**src/hdl/layer_color_correct_rgb565_assert.svh**
```systemverilog
// Assertion macros for the layer color corrector.
// Used by the top level only; no other dependencies.
`ifndef LAYER_COLOR_CORRECT_RGB565_ASSERT_SVH
`define LAYER_COLOR_CORRECT_RGB565_ASSERT_SVH

// same-cycle implication, off during reset
`define LCC_ASSERT_IMP(label, clk, rstn, ante, cons, msg) \
    label: assert property (@(posedge clk) disable iff (!(rstn)) (ante) |-> (cons)) \
        else $error(msg);

// next-cycle implication, off during reset
`define LCC_ASSERT_NXT(label, clk, rstn, ante, cons, msg) \
    label: assert property (@(posedge clk) disable iff (!(rstn)) (ante) |=> (cons)) \
        else $error(msg);

// next-cycle implication, always checked (reset behavior)
`define LCC_ASSERT_ALW(label, clk, ante, cons, msg) \
    label: assert property (@(posedge clk) (ante) |=> (cons)) \
        else $error(msg);

`endif

```
**src/hdl/lcc_pkg.sv**
```systemverilog
// Shared types, constants and arithmetic helpers for the color corrector.
// No dependencies; imported by every module of the block.
package lcc_pkg;

    typedef logic [7:0]     lcc_chan_t;
    typedef lcc_chan_t [2:0] lcc_rgb_t;   // [0] red, [1] green, [2] blue

    typedef enum logic {
        LCC_OP_COMPOSITE = 1'b0,
        LCC_OP_DIRECT    = 1'b1
    } lcc_op_t;

    // register write indexes
    typedef enum logic [2:0] {
        REG_TRANSPARENT_COLOR = 3'd0,
        REG_COLOR_BRIGHTNESS  = 3'd1,
        REG_TOP_BRIGHTNESS    = 3'd2,
        REG_TOP_SATURATION    = 3'd3,
        REG_BOTTOM_BRIGHTNESS = 3'd4,
        REG_BOTTOM_BLACK_CUT  = 3'd5,
        REG_TONE_STRENGTH     = 3'd6,
        REG_TONE_BLACK_CUT    = 3'd7
    } lcc_reg_t;

    typedef struct packed {
        logic valid;
        logic fg;
    } lcc_ctl_t;

    typedef struct packed {
        logic [23:0] transparent_color;
        logic [7:0]  color_brightness;
        logic [7:0]  top_brightness;
        logic [8:0]  top_saturation;
        logic [7:0]  bottom_brightness;
        logic [7:0]  bottom_black_cut;
        logic [7:0]  tone_strength;
        logic [7:0]  tone_black_cut;
    } lcc_cfg_t;

    typedef struct packed {
        logic        fg;
        logic [15:0] pixel;
    } lcc_out_t;

    localparam logic [7:0]  LCC_LUMA_R    = 8'd77;
    localparam logic [7:0]  LCC_LUMA_G    = 8'd150;
    localparam logic [7:0]  LCC_LUMA_B    = 8'd29;
    localparam logic [7:0]  LCC_FULL      = 8'd255;
    localparam logic [7:0]  LCC_HALF_RND  = 8'd127;
    localparam logic [8:0]  LCC_SAT_UNITY = 9'd128;
    localparam logic [8:0]  LCC_FG_SAT    = 9'd190;
    localparam logic [7:0]  LCC_FG_GAIN   = 8'd170;
    localparam logic [7:0]  LCC_FG_RND    = 8'd64;

    // (77r + 150g + 29b) >> 8
    function automatic lcc_chan_t lcc_luma(input lcc_rgb_t c);
        logic [15:0] sum;
        sum = 16'(c[0]) * 16'(LCC_LUMA_R) + 16'(c[1]) * 16'(LCC_LUMA_G)
            + 16'(c[2]) * 16'(LCC_LUMA_B);
        return sum[15:8];
    endfunction

    // x / 255, exact for x below 65280
    function automatic lcc_chan_t lcc_div255(input logic [16:0] x);
        logic [16:0] t;
        t = x + (x >> 8) + 17'd1;
        return t[15:8];
    endfunction

    // (v - luma) * sat
    function automatic logic signed [18:0] lcc_sat_prod(input lcc_chan_t v,
                                                         input lcc_chan_t luma,
                                                         input logic [8:0] sat);
        logic signed [8:0]  d;
        logic signed [18:0] dx;
        logic signed [18:0] sx;
        d  = $signed({1'b0, v}) - $signed({1'b0, luma});
        dx = 19'(d);
        sx = $signed({10'b0, sat});
        return dx * sx;
    endfunction

    // luma + p/128 (toward zero), clamped to 0..255
    function automatic lcc_chan_t lcc_sat_finish(input logic signed [18:0] p,
                                                 input lcc_chan_t luma);
        logic signed [18:0] adj;
        logic signed [18:0] q;
        logic signed [11:0] s;
        adj = p + (p[18] ? 19'sd127 : 19'sd0);
        q   = adj >>> 7;
        s   = $signed(q[11:0]) + $signed({4'b0, luma});
        if (s[11]) begin
            return 8'd0;
        end else if (s > 12'sd255) begin
            return LCC_FULL;
        end
        return s[7:0];
    endfunction

endpackage

```
**src/hdl/layer_color_correct_rgb565.sv**
```systemverilog
// Two-layer color corrector, RGB888 in, RGB565 out; uses lcc_pkg, lcc_prep,
// lcc_tft_fg, lcc_tft_bg and layer_color_correct_rgb565_assert.svh.
// From input transfer to m_tvalid: six profile stages, five panel stages and
// one output register. Throughput: one pixel per clock unless the output stalls.
// Reset (aresetn low, synchronous): pipeline and output empty, registers
// back to their default values; s_tready is high right after reset.
`include "layer_color_correct_rgb565_assert.svh"

module layer_color_correct_rgb565 (
    input  logic        aclk,
    input  logic        aresetn,
    // input stream
    input  logic        s_tvalid,
    output logic        s_tready,
    input  logic [47:0] s_tdata,   // top_red, top_green, top_blue,
                                   // bottom_red, bottom_green, bottom_blue
    input  logic [1:0]  s_tuser,   // opcode, use_foreground_profile
    // result stream
    output logic        m_tvalid,
    input  logic        m_tready,
    output logic [15:0] m_tdata,   // pixel_rgb565
    output logic        m_tuser,   // used_top_profile
    // register writes
    input  logic        cfg_valid,
    output logic        cfg_ready,
    input  logic [2:0]  cfg_index,
    input  logic [23:0] cfg_data
);
    import lcc_pkg::*;

    lcc_cfg_t cfg_reg;

    // Register writes are always taken; they must only happen while the block is idle (user's duty, not enforced).
    assign cfg_ready = 1'b1;

    always_ff @(posedge aclk) begin
        if (!aresetn) begin
            cfg_reg.transparent_color <= 24'h000000;
            cfg_reg.color_brightness  <= 8'd255;
            cfg_reg.top_brightness    <= 8'd235;
            cfg_reg.top_saturation    <= 9'd160;
            cfg_reg.bottom_brightness <= 8'd44;
            cfg_reg.bottom_black_cut  <= 8'd9;
            cfg_reg.tone_strength     <= 8'd220;
            cfg_reg.tone_black_cut    <= 8'd4;
        end else if (cfg_valid && cfg_ready) begin
            case (cfg_index)
                REG_TRANSPARENT_COLOR: cfg_reg.transparent_color <= cfg_data;
                REG_COLOR_BRIGHTNESS:  cfg_reg.color_brightness  <= cfg_data[7:0];
                REG_TOP_BRIGHTNESS:    cfg_reg.top_brightness    <= cfg_data[7:0];
                REG_TOP_SATURATION:    cfg_reg.top_saturation    <= cfg_data[8:0];
                REG_BOTTOM_BRIGHTNESS: cfg_reg.bottom_brightness <= cfg_data[7:0];
                REG_BOTTOM_BLACK_CUT:  cfg_reg.bottom_black_cut  <= cfg_data[7:0];
                REG_TONE_STRENGTH:     cfg_reg.tone_strength     <= cfg_data[7:0];
                REG_TONE_BLACK_CUT:    cfg_reg.tone_black_cut    <= cfg_data[7:0];
                default: ;
            endcase
        end
    end

    // The whole pipeline advances together while the skid register is empty.
    // An output stall parks the next valid pixel in the skid register, and
    // s_tready stays low, stopping input transfers, while that register is full.
    logic     en;
    logic     skid_valid_reg;
    lcc_out_t skid_data_reg;
    logic     out_valid_reg;
    lcc_out_t out_data_reg;

    assign en       = !skid_valid_reg;
    assign s_tready = en;

    lcc_rgb_t in_top, in_bottom;
    assign in_top    = {s_tdata[23:16], s_tdata[15:8], s_tdata[7:0]};
    assign in_bottom = {s_tdata[47:40], s_tdata[39:32], s_tdata[31:24]};

    // display profile
    lcc_ctl_t prep_ctl;
    lcc_rgb_t prep_color;

    lcc_prep u_prep (
        .aclk      (aclk),
        .aresetn   (aresetn),
        .en        (en),
        .in_valid  (s_tvalid),
        .in_opcode (s_tuser[0]),
        .in_use_fg (s_tuser[1]),
        .in_top    (in_top),
        .in_bottom (in_bottom),
        .cfg       (cfg_reg),
        .out_ctl   (prep_ctl),
        .out_color (prep_color)
    );

    // both panel stages run on every pixel; the profile flag picks one at the end
    lcc_ctl_t fin_ctl;
    lcc_rgb_t fg_color;
    lcc_rgb_t bg_color;

    lcc_tft_fg u_tft_fg (
        .aclk      (aclk),
        .aresetn   (aresetn),
        .en        (en),
        .in_ctl    (prep_ctl),
        .in_color  (prep_color),
        .out_ctl   (fin_ctl),
        .out_color (fg_color)
    );

    lcc_tft_bg u_tft_bg (
        .aclk      (aclk),
        .en        (en),
        .in_color  (prep_color),
        .cfg       (cfg_reg),
        .out_color (bg_color)
    );

    // 5-6-5 packing, red in the top bits
    lcc_rgb_t fin_color;
    lcc_out_t fin_item;

    always_comb begin
        fin_color      = fin_ctl.fg ? fg_color : bg_color;
        fin_item.fg    = fin_ctl.fg;
        fin_item.pixel = {fin_color[0][7:3], fin_color[1][7:2], fin_color[2][7:3]};
    end

    // output register plus skid register
    always_ff @(posedge aclk) begin
        if (!aresetn) begin
            out_valid_reg  <= 1'b0;
            skid_valid_reg <= 1'b0;
        end else if (skid_valid_reg) begin
            if (m_tready) begin
                out_data_reg   <= skid_data_reg;
                skid_valid_reg <= 1'b0;
            end
        end else if (!out_valid_reg || m_tready) begin
            out_valid_reg <= fin_ctl.valid;
            out_data_reg  <= fin_item;
        end else if (fin_ctl.valid) begin
            skid_valid_reg <= 1'b1;
            skid_data_reg  <= fin_item;
        end
    end

    assign m_tvalid = out_valid_reg;
    assign m_tdata  = out_data_reg.pixel;
    assign m_tuser  = out_data_reg.fg;

    // checks
    `LCC_ASSERT_IMP(a_skid_behind_out, aclk, aresetn, skid_valid_reg, out_valid_reg,
                    "skid holds a pixel with the output register empty")
    `LCC_ASSERT_NXT(a_skid_holds, aclk, aresetn, skid_valid_reg && !m_tready,
                    skid_valid_reg && $stable(skid_data_reg),
                    "parked pixel lost during output stall")
    `LCC_ASSERT_NXT(a_pipe_frozen, aclk, aresetn, fin_ctl.valid && skid_valid_reg,
                    fin_ctl.valid, "pipeline pixel dropped while skid is full")
    `LCC_ASSERT_ALW(a_reset_flush, aclk, !aresetn, !out_valid_reg && !skid_valid_reg,
                    "output not empty after reset")

endmodule

```
**src/hdl/lcc_prep.sv**
```systemverilog
// Display profile pipeline: source select, luma saturation, scaling, black cut.
// Six register stages; depends on lcc_pkg.
module lcc_prep (
    input  logic              aclk,
    input  logic              aresetn,
    input  logic              en,
    input  logic              in_valid,
    input  logic              in_opcode,
    input  logic              in_use_fg,
    input  lcc_pkg::lcc_rgb_t in_top,
    input  lcc_pkg::lcc_rgb_t in_bottom,
    input  lcc_pkg::lcc_cfg_t cfg,
    output lcc_pkg::lcc_ctl_t out_ctl,
    output lcc_pkg::lcc_rgb_t out_color
);
    import lcc_pkg::*;

    lcc_ctl_t ctl_reg [6];

    // stage 1: select
    logic       direct;
    logic       fg_sel;
    lcc_rgb_t   c1_next, c1_reg;
    logic [8:0] sat1_next, sat1_reg;
    lcc_chan_t  k1_next, k1_reg;
    logic       cut1_next, cut1_reg;

    always_comb begin
        direct    = (in_opcode == LCC_OP_DIRECT);
        fg_sel    = direct ? in_use_fg
                           : ({in_top[0], in_top[1], in_top[2]} != cfg.transparent_color);
        c1_next   = (!direct && !fg_sel) ? in_bottom : in_top;
        sat1_next = (!direct && fg_sel) ? cfg.top_saturation : LCC_SAT_UNITY;
        k1_next   = direct ? cfg.color_brightness
                           : (fg_sel ? cfg.top_brightness : cfg.bottom_brightness);
        cut1_next = !direct && !fg_sel;
    end

    // stage 2: luma
    lcc_rgb_t   c2_reg;
    lcc_chan_t  luma2_reg;
    logic [8:0] sat2_reg;
    lcc_chan_t  k2_reg;
    logic       cut2_reg;

    // stage 3: saturation products
    logic signed [18:0] prod3_next [3];
    logic signed [18:0] prod3_reg  [3];
    lcc_chan_t          luma3_reg;
    lcc_chan_t          k3_reg;
    logic               cut3_reg;

    // stage 4: saturation result
    lcc_rgb_t  c4_next, c4_reg;
    lcc_chan_t k4_reg;
    logic      cut4_reg;

    // stage 5: brightness product
    logic [16:0] sk5_next [3];
    logic [16:0] sk5_reg  [3];
    logic        cut5_reg;

    // stage 6: divide and black cut
    lcc_rgb_t  c6_next, c6_reg;
    lcc_chan_t max6;
    lcc_rgb_t  sc6;

    always_comb begin
        for (int i = 0; i < 3; i++) begin
            prod3_next[i] = lcc_sat_prod(c2_reg[i], luma2_reg, sat2_reg);
            c4_next[i]    = lcc_sat_finish(prod3_reg[i], luma3_reg);
            sk5_next[i]   = 17'(c4_reg[i]) * 17'(k4_reg) + 17'(LCC_HALF_RND);
            sc6[i]        = lcc_div255(sk5_reg[i]);
        end
        max6 = sc6[0];
        if (sc6[1] > max6) max6 = sc6[1];
        if (sc6[2] > max6) max6 = sc6[2];
        c6_next = sc6;
        if (cut5_reg && (cfg.bottom_black_cut != 8'd0) && (max6 < cfg.bottom_black_cut)) begin
            c6_next = '0;
        end
    end

    always_ff @(posedge aclk) begin
        if (!aresetn) begin
            for (int i = 0; i < 6; i++) ctl_reg[i] <= '0;
        end else if (en) begin
            ctl_reg[0] <= '{valid: in_valid, fg: fg_sel};
            for (int i = 1; i < 6; i++) ctl_reg[i] <= ctl_reg[i-1];
        end
    end

    always_ff @(posedge aclk) begin
        if (en) begin
            c1_reg    <= c1_next;
            sat1_reg  <= sat1_next;
            k1_reg    <= k1_next;
            cut1_reg  <= cut1_next;
            c2_reg    <= c1_reg;
            luma2_reg <= lcc_luma(c1_reg);
            sat2_reg  <= sat1_reg;
            k2_reg    <= k1_reg;
            cut2_reg  <= cut1_reg;
            prod3_reg <= prod3_next;
            luma3_reg <= luma2_reg;
            k3_reg    <= k2_reg;
            cut3_reg  <= cut2_reg;
            c4_reg    <= c4_next;
            k4_reg    <= k3_reg;
            cut4_reg  <= cut3_reg;
            sk5_reg   <= sk5_next;
            cut5_reg  <= cut4_reg;
            c6_reg    <= c6_next;
        end
    end

    assign out_ctl   = ctl_reg[5];
    assign out_color = c6_reg;

endmodule

```
**src/hdl/lcc_tft_fg.sv**
```systemverilog
// Foreground panel stage: saturation 190/128 around luma, then gain 170/128.
// Five register stages carrying the control word; depends on lcc_pkg.
module lcc_tft_fg (
    input  logic              aclk,
    input  logic              aresetn,
    input  logic              en,
    input  lcc_pkg::lcc_ctl_t in_ctl,
    input  lcc_pkg::lcc_rgb_t in_color,
    output lcc_pkg::lcc_ctl_t out_ctl,
    output lcc_pkg::lcc_rgb_t out_color
);
    import lcc_pkg::*;

    // black needs no bypass: every step maps zero to zero
    lcc_ctl_t ctl_reg [5];

    lcc_rgb_t           c1_reg;
    lcc_chan_t          luma1_reg;
    logic signed [18:0] prod2_next [3];
    logic signed [18:0] prod2_reg  [3];
    lcc_chan_t          luma2_reg;
    lcc_rgb_t           c3_next, c3_reg;
    logic [15:0]        gain4_next [3];
    logic [15:0]        gain4_reg  [3];
    lcc_rgb_t           c5_next, c5_reg;
    logic [8:0]         g5 [3];

    always_comb begin
        for (int i = 0; i < 3; i++) begin
            prod2_next[i] = lcc_sat_prod(c1_reg[i], luma1_reg, LCC_FG_SAT);
            c3_next[i]    = lcc_sat_finish(prod2_reg[i], luma2_reg);
            gain4_next[i] = 16'(c3_reg[i]) * 16'(LCC_FG_GAIN) + 16'(LCC_FG_RND);
            g5[i]         = gain4_reg[i][15:7];
            c5_next[i]    = g5[i][8] ? LCC_FULL : g5[i][7:0];
        end
    end

    always_ff @(posedge aclk) begin
        if (!aresetn) begin
            for (int i = 0; i < 5; i++) ctl_reg[i] <= '0;
        end else if (en) begin
            ctl_reg[0] <= in_ctl;
            for (int i = 1; i < 5; i++) ctl_reg[i] <= ctl_reg[i-1];
        end
    end

    always_ff @(posedge aclk) begin
        if (en) begin
            c1_reg    <= in_color;
            luma1_reg <= lcc_luma(in_color);
            prod2_reg <= prod2_next;
            luma2_reg <= luma1_reg;
            c3_reg    <= c3_next;
            gain4_reg <= gain4_next;
            c5_reg    <= c5_next;
        end
    end

    assign out_ctl   = ctl_reg[4];
    assign out_color = c5_reg;

endmodule

```
**src/hdl/lcc_tft_bg.sv**
```systemverilog
// Background panel stage: per-channel quadratic tone curve and black threshold.
// Five register stages, aligned with the foreground stage; depends on lcc_pkg.
module lcc_tft_bg (
    input  logic              aclk,
    input  logic              en,
    input  lcc_pkg::lcc_rgb_t in_color,
    input  lcc_pkg::lcc_cfg_t cfg,
    output lcc_pkg::lcc_rgb_t out_color
);
    import lcc_pkg::*;

    lcc_rgb_t    v1_reg, v2_reg, v3_reg, v4_reg;
    logic [16:0] sq1_next [3];
    logic [16:0] sq1_reg  [3];
    lcc_rgb_t    q2_next, q2_reg;
    lcc_chan_t   inv_s;
    logic [15:0] lin3_next [3];
    logic [15:0] lin3_reg  [3];
    logic [15:0] quad3_next [3];
    logic [15:0] quad3_reg  [3];
    logic [16:0] sum4 [3];
    lcc_rgb_t    r4_next, r4_reg;
    lcc_rgb_t    c5_next, c5_reg;

    always_comb begin
        inv_s = LCC_FULL - cfg.tone_strength;
        for (int i = 0; i < 3; i++) begin
            sq1_next[i]   = 17'(in_color[i]) * 17'(in_color[i]) + 17'(LCC_HALF_RND);
            q2_next[i]    = lcc_div255(sq1_reg[i]);
            lin3_next[i]  = 16'(v2_reg[i]) * 16'(inv_s);
            quad3_next[i] = 16'(q2_reg[i]) * 16'(cfg.tone_strength);
            sum4[i]       = 17'(lin3_reg[i]) + 17'(quad3_reg[i]) + 17'(LCC_HALF_RND);
            r4_next[i]    = lcc_div255(sum4[i]);
            // end points pass through untouched
            if (v4_reg[i] == 8'd0 || v4_reg[i] == LCC_FULL) begin
                c5_next[i] = v4_reg[i];
            end else if (cfg.tone_black_cut != 8'd0 && r4_reg[i] < cfg.tone_black_cut) begin
                c5_next[i] = 8'd0;
            end else begin
                c5_next[i] = r4_reg[i];
            end
        end
    end

    always_ff @(posedge aclk) begin
        if (en) begin
            v1_reg    <= in_color;
            sq1_reg   <= sq1_next;
            v2_reg    <= v1_reg;
            q2_reg    <= q2_next;
            v3_reg    <= v2_reg;
            lin3_reg  <= lin3_next;
            quad3_reg <= quad3_next;
            v4_reg    <= v3_reg;
            r4_reg    <= r4_next;
            c5_reg    <= c5_next;
        end
    end

    assign out_color = c5_reg;

endmodule
```
**config.mk**
```make
export PLATFORM = sky130hd
export DESIGN_NAME = layer_color_correct_rgb565
export DESIGN_NICKNAME = d
export VERILOG_FILES = /design/src/hdl/lcc_pkg.sv /design/src/hdl/layer_color_correct_rgb565.sv /design/src/hdl/lcc_prep.sv /design/src/hdl/lcc_tft_fg.sv /design/src/hdl/lcc_tft_bg.sv
export VERILOG_INCLUDE_DIRS = /design/src /design/src/hdl
export SDC_FILE = /design/constraint.sdc
export NUM_CORES = 2
export LEC_CHECK = 0
export BUFFER_PORTS_ARGS = -buffer_cell sky130_fd_sc_hd__buf_2
export CAP_MARGIN = 20
export CORE_ASPECT_RATIO = 0.5
export CORE_MARGIN = 3
export CORE_UTILIZATION = 55
export DETAILED_ROUTE_END_ITERATION = 8
export PLACE_DENSITY = 0.83
export SLEW_MARGIN = 20
export SYNTH_ARGS = -nofsm -noshare
export SYNTH_HDL_FRONTEND = slang
export SYNTH_SLANG_ARGS = --single-unit
export TNS_END_PERCENT = 5
```
**constraint.sdc**
```tcl
create_clock -name aclk -period 29.9 [get_ports aclk]
set_input_delay 1.495 -clock aclk [delete_from_list [all_inputs] [get_ports aclk]]
set_output_delay 1.495 -clock aclk [all_outputs]
set_load 0.02 [all_outputs]
```
After elaboration in Yosys (flattened, before gate mapping)
Memory sizes are Yosys's and may differ from the RTL's.
Index checks and enable logic that the tools add are counted.
{"block": "word_totals", "ff_bits": 873, "ram_bits": 22, "in_bits": 82, "output_inout_bits": 20, "word_cells": 315, "n_memories": 2}
{"block": "classes", "n_addsub": 56, "mul": 27, "order_cmp": 12, "n_eq_ne": 12, "mux": 71, "bitwise": 13, "reduce_logical": 33}
{"name": "u_prep.ctl_reg", "words": 6, "word_bits": 2, "rd": 6, "rd_ports_with_merged_regs": 0, "write_ports": 6, "line_no": "lcc_prep.sv:18", "source": "lcc_ctl_t ctl_reg [6];"}
{"name": "u_tft_fg.ctl_reg", "words": 5, "word_bits": 2, "rd": 5, "rd_ports_with_merged_regs": 0, "write_ports": 5, "line_no": "lcc_tft_fg.sv:15", "source": "lcc_ctl_t ctl_reg [5];"}
{"op": "$mux 8", "n": 28}
{"op": "$mul 8x8->16", "n": 12}
{"op": "$add 16x1->16 const B", "n": 9}
{"op": "$add 16x9->16", "n": 9}
{"op": "$add 19x19->19", "n": 6}
{"op": "$mul 8x7->15 const B", "n": 7}
{"op": "$add 16x7->17 const B", "n": 6}
{"op": "$add 12x9->12", "n": 6}
{"op": "$gt 12x9->1 const B", "n": 6}
{"op": "$mul 9x10->19", "n": 3}
{"op": "$sub 8x8->9", "n": 6}
{"op": "$add 16x16->17", "n": 3}
{"op": "$add 17x7->17 const B", "n": 3}
{"op": "$mul 9x8->17 const B", "n": 3}
{"op": "$mux 17", "n": 3}
{"op": "$add 16x7->16 const B", "n": 3}
{"op": "$mux 24", "n": 2}
{"op": "$mux 7", "n": 6}
{"op": "$add 15x16->16", "n": 2}
{"op": "$add 16x13->16", "n": 2}
{"op": "$lt 8x8->1", "n": 4}
{"op": "$mul 8x5->13 const B", "n": 2}
{"op": "$eq 8x8->1 const B", "n": 3}
{"op": "$logic_not 8->1", "n": 3}
{"op": "other kinds (20)", "n": 87}

Depth between registers and ports, before layout
{"block": "logic_depth", "word_depth": 8, "depth_mapped": 39, "depth_no_buf": 35}

Modules after synthesis
Synthesis repeated with hierarchy kept, for this count alone.
{"block": "hier_totals", "cells_unflattened": 8400, "area_unflattened_um2": 88347.2}
{"module": "lcc_tft_bg", "instances": 1, "cells_each": 3084, "area_per_inst_um2": 32248.4, "seq_area_each_um2": 9369.0}
{"module": "lcc_prep", "instances": 1, "cells_each": 3056, "area_per_inst_um2": 31908.1, "seq_area_each_um2": 8618.3}
{"module": "lcc_tft_fg", "instances": 1, "cells_each": 1873, "area_per_inst_um2": 19750.2, "seq_area_each_um2": 5285.1}
{"module": "layer_color_correct_rgb565", "instances": 1, "cells_each": 387, "area_per_inst_um2": 4440.5, "seq_area_each_um2": 2682.6}

Worst setup path before layout
No wires, ideal clock.
{"block": "synth_path", "path_type": "reg-to-reg", "from": "register skid_valid_reg", "to": "register out_data_reg, in the netlist m_tdata[10] (data pin)", "setup_time_ns": 0.271, "arrival_ns": 22.433, "t_required_ns": 29.629, "path_slack_ns": 7.196, "stages_incl_launch_ff": 5, "path_buffers": 2, "period_less_slack_ns": 22.704, "cell_sequence": "dfxtp_1 clkbuf_1 inv_2 buf_1 mux2_2"}
{"block": "synth_via", "elab_chain_cells": 1}
{"item": "from (decl)", "line_no": "layer_color_correct_rgb565.sv:65", "source": "logic skid_valid_reg;"}
{"item": "from (signal assigned)", "line_no": "layer_color_correct_rgb565.sv:132", "source": "skid_valid_reg <= 1'b0;"}
{"item": "from (signal assigned)", "line_no": "layer_color_correct_rgb565.sv:136", "source": "skid_valid_reg <= 1'b0;"}
{"item": "from (signal assigned)", "line_no": "layer_color_correct_rgb565.sv:142", "source": "skid_valid_reg <= 1'b1;"}
{"item": "$mux 17", "line_no": "layer_color_correct_rgb565.sv:133", "source": "end else if (skid_valid_reg) begin"}
{"item": "to (signal assigned)", "line_no": "layer_color_correct_rgb565.sv:135", "source": "out_data_reg <= skid_data_reg;"}
{"item": "to (signal assigned)", "line_no": "layer_color_correct_rgb565.sv:140", "source": "out_data_reg <= fin_item;"}
{"item": "to (decl)", "line_no": "layer_color_correct_rgb565.sv:68", "source": "lcc_out_t out_data_reg;"}
No other way between the ends.
A chain may end at the register's enable or synchronous reset.

Worst setup path in the final report
{"block": "layout_path", "from": "register u_prep.sk5_reg[45] (netlist bit)", "to": "register u_prep.c6_reg, in the netlist u_prep.out_color[11] (data pin)"}
{"block": "layout_via", "elab_chain_cells": 8}
{"item": "from (decl)", "line_no": "lcc_prep.sv:60", "source": "logic [16:0] sk5_reg [3];"}
{"item": "from (signal assigned)", "line_no": "lcc_prep.sv:111", "source": "sk5_reg <= sk5_next;"}
{"item": "$add 16x9->16 *", "line_no": "lcc_pkg.sv:67", "source": "t = x + (x >> 8) + 17'd1;"}
{"item": "$add 16x1->16 *", "line_no": "lcc_pkg.sv:67"}
{"item": "$gt 8x8->1", "line_no": "lcc_prep.sv:76", "source": "if (sc6[1] > max6) max6 = sc6[1];"}
{"item": "$mux 8 *", "line_no": "lcc_prep.sv:76"}
{"item": "$gt 8x8->1", "line_no": "lcc_prep.sv:77", "source": "if (sc6[2] > max6) max6 = sc6[2];"}
{"item": "$mux 8 *", "line_no": "lcc_prep.sv:77"}
{"item": "$lt 8x8->1 *", "line_no": "lcc_prep.sv:79", "source": "if (cut5_reg && (cfg.bottom_black_cut != 8'd0) && (max6 < cfg.bottom_black_cut)) begin"}
{"item": "$logic_and 1x1->1 *", "line_no": "lcc_prep.sv:79"}
{"item": "to (signal assigned)", "line_no": "lcc_prep.sv:113", "source": "c6_reg <= c6_next;"}
{"item": "to (decl)", "line_no": "lcc_prep.sv:64", "source": "lcc_rgb_t c6_next, c6_reg;"}
Every way passes the cells marked *; elsewhere a longest branch is shown, timed or not.

==> metrics.txt <==
Clock Latency Late Sink 0.70 ns; critical path data arrival time 8.28 ns; num ports 102; die width 565 um; # nets final 10600; final hold violations 0; Rows 101; Hold/Removal Path Class flip-flop to flip-flop; syn nets 10500; r2r worst-path depth 33; DP HPWL 140000 um; reg2reg start u_prep.sk5_reg[45]; vias per cell 5.52; Worst Setup End Kind flip-flop; Post-CTS Hold Buffers 0; gr ovfl total 0; Netlist Area Pre-Place 0.0859 mm^2; setup slack, reg-to-reg 22.17 ns; worst hold start u_prep.k3_reg[5]; setup_tns 0 ns; share of cells above drive strength 1 0.0508; Post-synth EDFFs 761; YS warnings 0; Final Max Tran Viols 0; Slowest Stage Delay on Critical Path 0.59 ns; postcts setup bufs 0; worst hold path stage count 0; Port Buffers 100; Final GP Congestion 0.899; die span in y 286 um; prevailing post-synth register cell edfxtp_1; Initial Util 0.560; max reg flops 81; number of global-route vias before repair 60500; root buffer selected by CTS clkbuf_16; Final ANT Viol Nets 0; CTS tree yes; initial antenna violation count 5; Slew @ Worst Pin 1.09 ns; #FFs+latches synth 844; first-pass GRT wire length 300000 um; die area 0.161 mm^2; largest net degree at the start of global routing 177; Post-Syn Area per Cell 10.3 um^2; Worst Path Required 30.45 ns; clock transition at the registers of the reported paths 0.07 ns; CP Launch Type flip-flop; WS Path Type flip-flop to flip-flop; CTS Buf Count 83; status finished, final reports clean; most frequent CP cell ha_1; fmax 0.129 GHz; RSZ-0062 raised after global routing false; CP Max Fanout 15; Pre-antenna DRT Iters 8; Synth cell types 81; Synth async-reset ratio 0; max cap viols 0; final setup violation count 0; post-route clock period utilization 0.258; relative slew slack 0.273; slowest CP cell or4_1; gr usage total 0.228; clock buffer depth 3; most common cell after layout, fill and taps aside inv_1; Sink Count 844; Area growth syn-to-layout 6.73%; Filler Cells Inserted 12000; cts repair resizes 0; Mapped Cells 8309; most frequent cells in the layout inv_1, ha_1, fa_1; RR Endpoint u_prep.out_color[11]; Hold Crit Endpoint u_prep.k4_reg[5]; Routed WL 180000 um; post-layout min period 7.73 ns; total number of vias 58100; Starting DRT DRC Count 3777; Core Area 0.153 mm^2; clk_skew 0.0330 ns; register area share after synthesis 0.285; mean routed wirelength per cell 17.1 um; H-Tree Depth 3; DR DRC count 0
==> cells by family after synthesis <==
kind of cell    share of synthesized area
other cells                     0.0000436
fa+ha+maj                           0.377
simple gates                        0.123
flops                               0.285
xor+xnor                           0.0554
buf+inv                            0.0696
mux                                0.0122
compound gates                     0.0768
==> cell type report <==
cell class | count | area, um^2 | area share
inverters | 1449 | 5450 | 0.0594
well taps | 2060 | 2580 | 0.0281
multi-input cells | 5877 | 55500 | 0.605
diodes | 4 | 10.0 | 0.000109
clock buffers | 100 | 2270 | 0.0248
repair buffers | 139 | 810 | 0.00883
clock inverters | 50 | 629 | 0.00686
flip-flops and latches | 844 | 24500 | 0.267
==> Yosys cell counts (all sizes together), types with 65 or more instances <==
cell type  count  share of area
nand2        694          0.030
nand3        119         0.0071
dfxtp         83          0.019
o21ai        187          0.011
edfxtp       761           0.27
inv         1449          0.063
ha          1284           0.19
nor2b        187          0.014
nand2b       168          0.012
a21o         117          0.010
a21oi        282          0.016
mux2          65         0.0085
xnor2        377          0.038
and2         336          0.024
clkbuf       122         0.0054
a21boi        89         0.0078
xor2         167          0.017
fa           816           0.19
nor3          90         0.0054
nor2         300          0.013
==> worst max path at each step <==
stage | start | to | slack [ns] | cells after the start
after floorplan | skid_valid_reg | m_tdata[10] | 7.20 | 4
after global placement | u_prep.sk5_reg[45] | u_prep.out_color[7] | 21.89 | 32
after detailed placement | u_prep.sk5_reg[45] | u_prep.out_color[7] | 21.83 | 33
after CTS | u_prep.sk5_reg[45] | u_prep.out_color[11] | 21.78 | 33
after global routing | u_prep.sk5_reg[45] | u_prep.out_color[11] | 21.52 | 33
final | u_prep.sk5_reg[45] | u_prep.out_color[11] | 22.17 | 33
==> through the flow <==
step | instance area (um^2) | setup slack (ns) | cells | util | hold slack [ns]
after floorplan | 85900 | 7.20 | 8309 | - | 0.400
after global placement | 88800 | 21.89 | 10400 | 0.579 | 0.401
after detailed placement | 88800 | 21.83 | 10400 | 0.579 | 0.405
after CTS | 91700 | 21.78 | 10500 | 0.598 | 0.417
after global routing | 91700 | 21.52 | 10500 | 0.598 | 0.424
final | 91700 | 22.17 | 10500 | 0.598 | 0.415
==> per-layer routing <==
layer / vias to the layer above / share of wire / GRT usage / wire length (um)
li1: 27700 / - / - / -
met1: 28600 / 0.43 / 0.299 / 76400
met2: 1504 / 0.48 / 0.385 / 86900
met3: 333 / 0.062 / 0.0384 / 11100
met4: 2 / 0.029 / 0.0708 / 5220
met5: - / 0.000072 / 0 / 13
==> critical path: cells and delay by family (launching register included) <==
family	cells	cell delay (ns)
xor gates and xnor gates	1	0.21
adders and majority gates	4	1.26
and+or+nand+nor	12	2.50
AOI/OAI and AO/OA	13	2.56
buffers and inverters	1	0.11
muxes	2	0.51
DFF	1	0.46
Power is not shown: default switching activity piles up to over one toggle a cycle in this logic, so the estimate is an artifact.
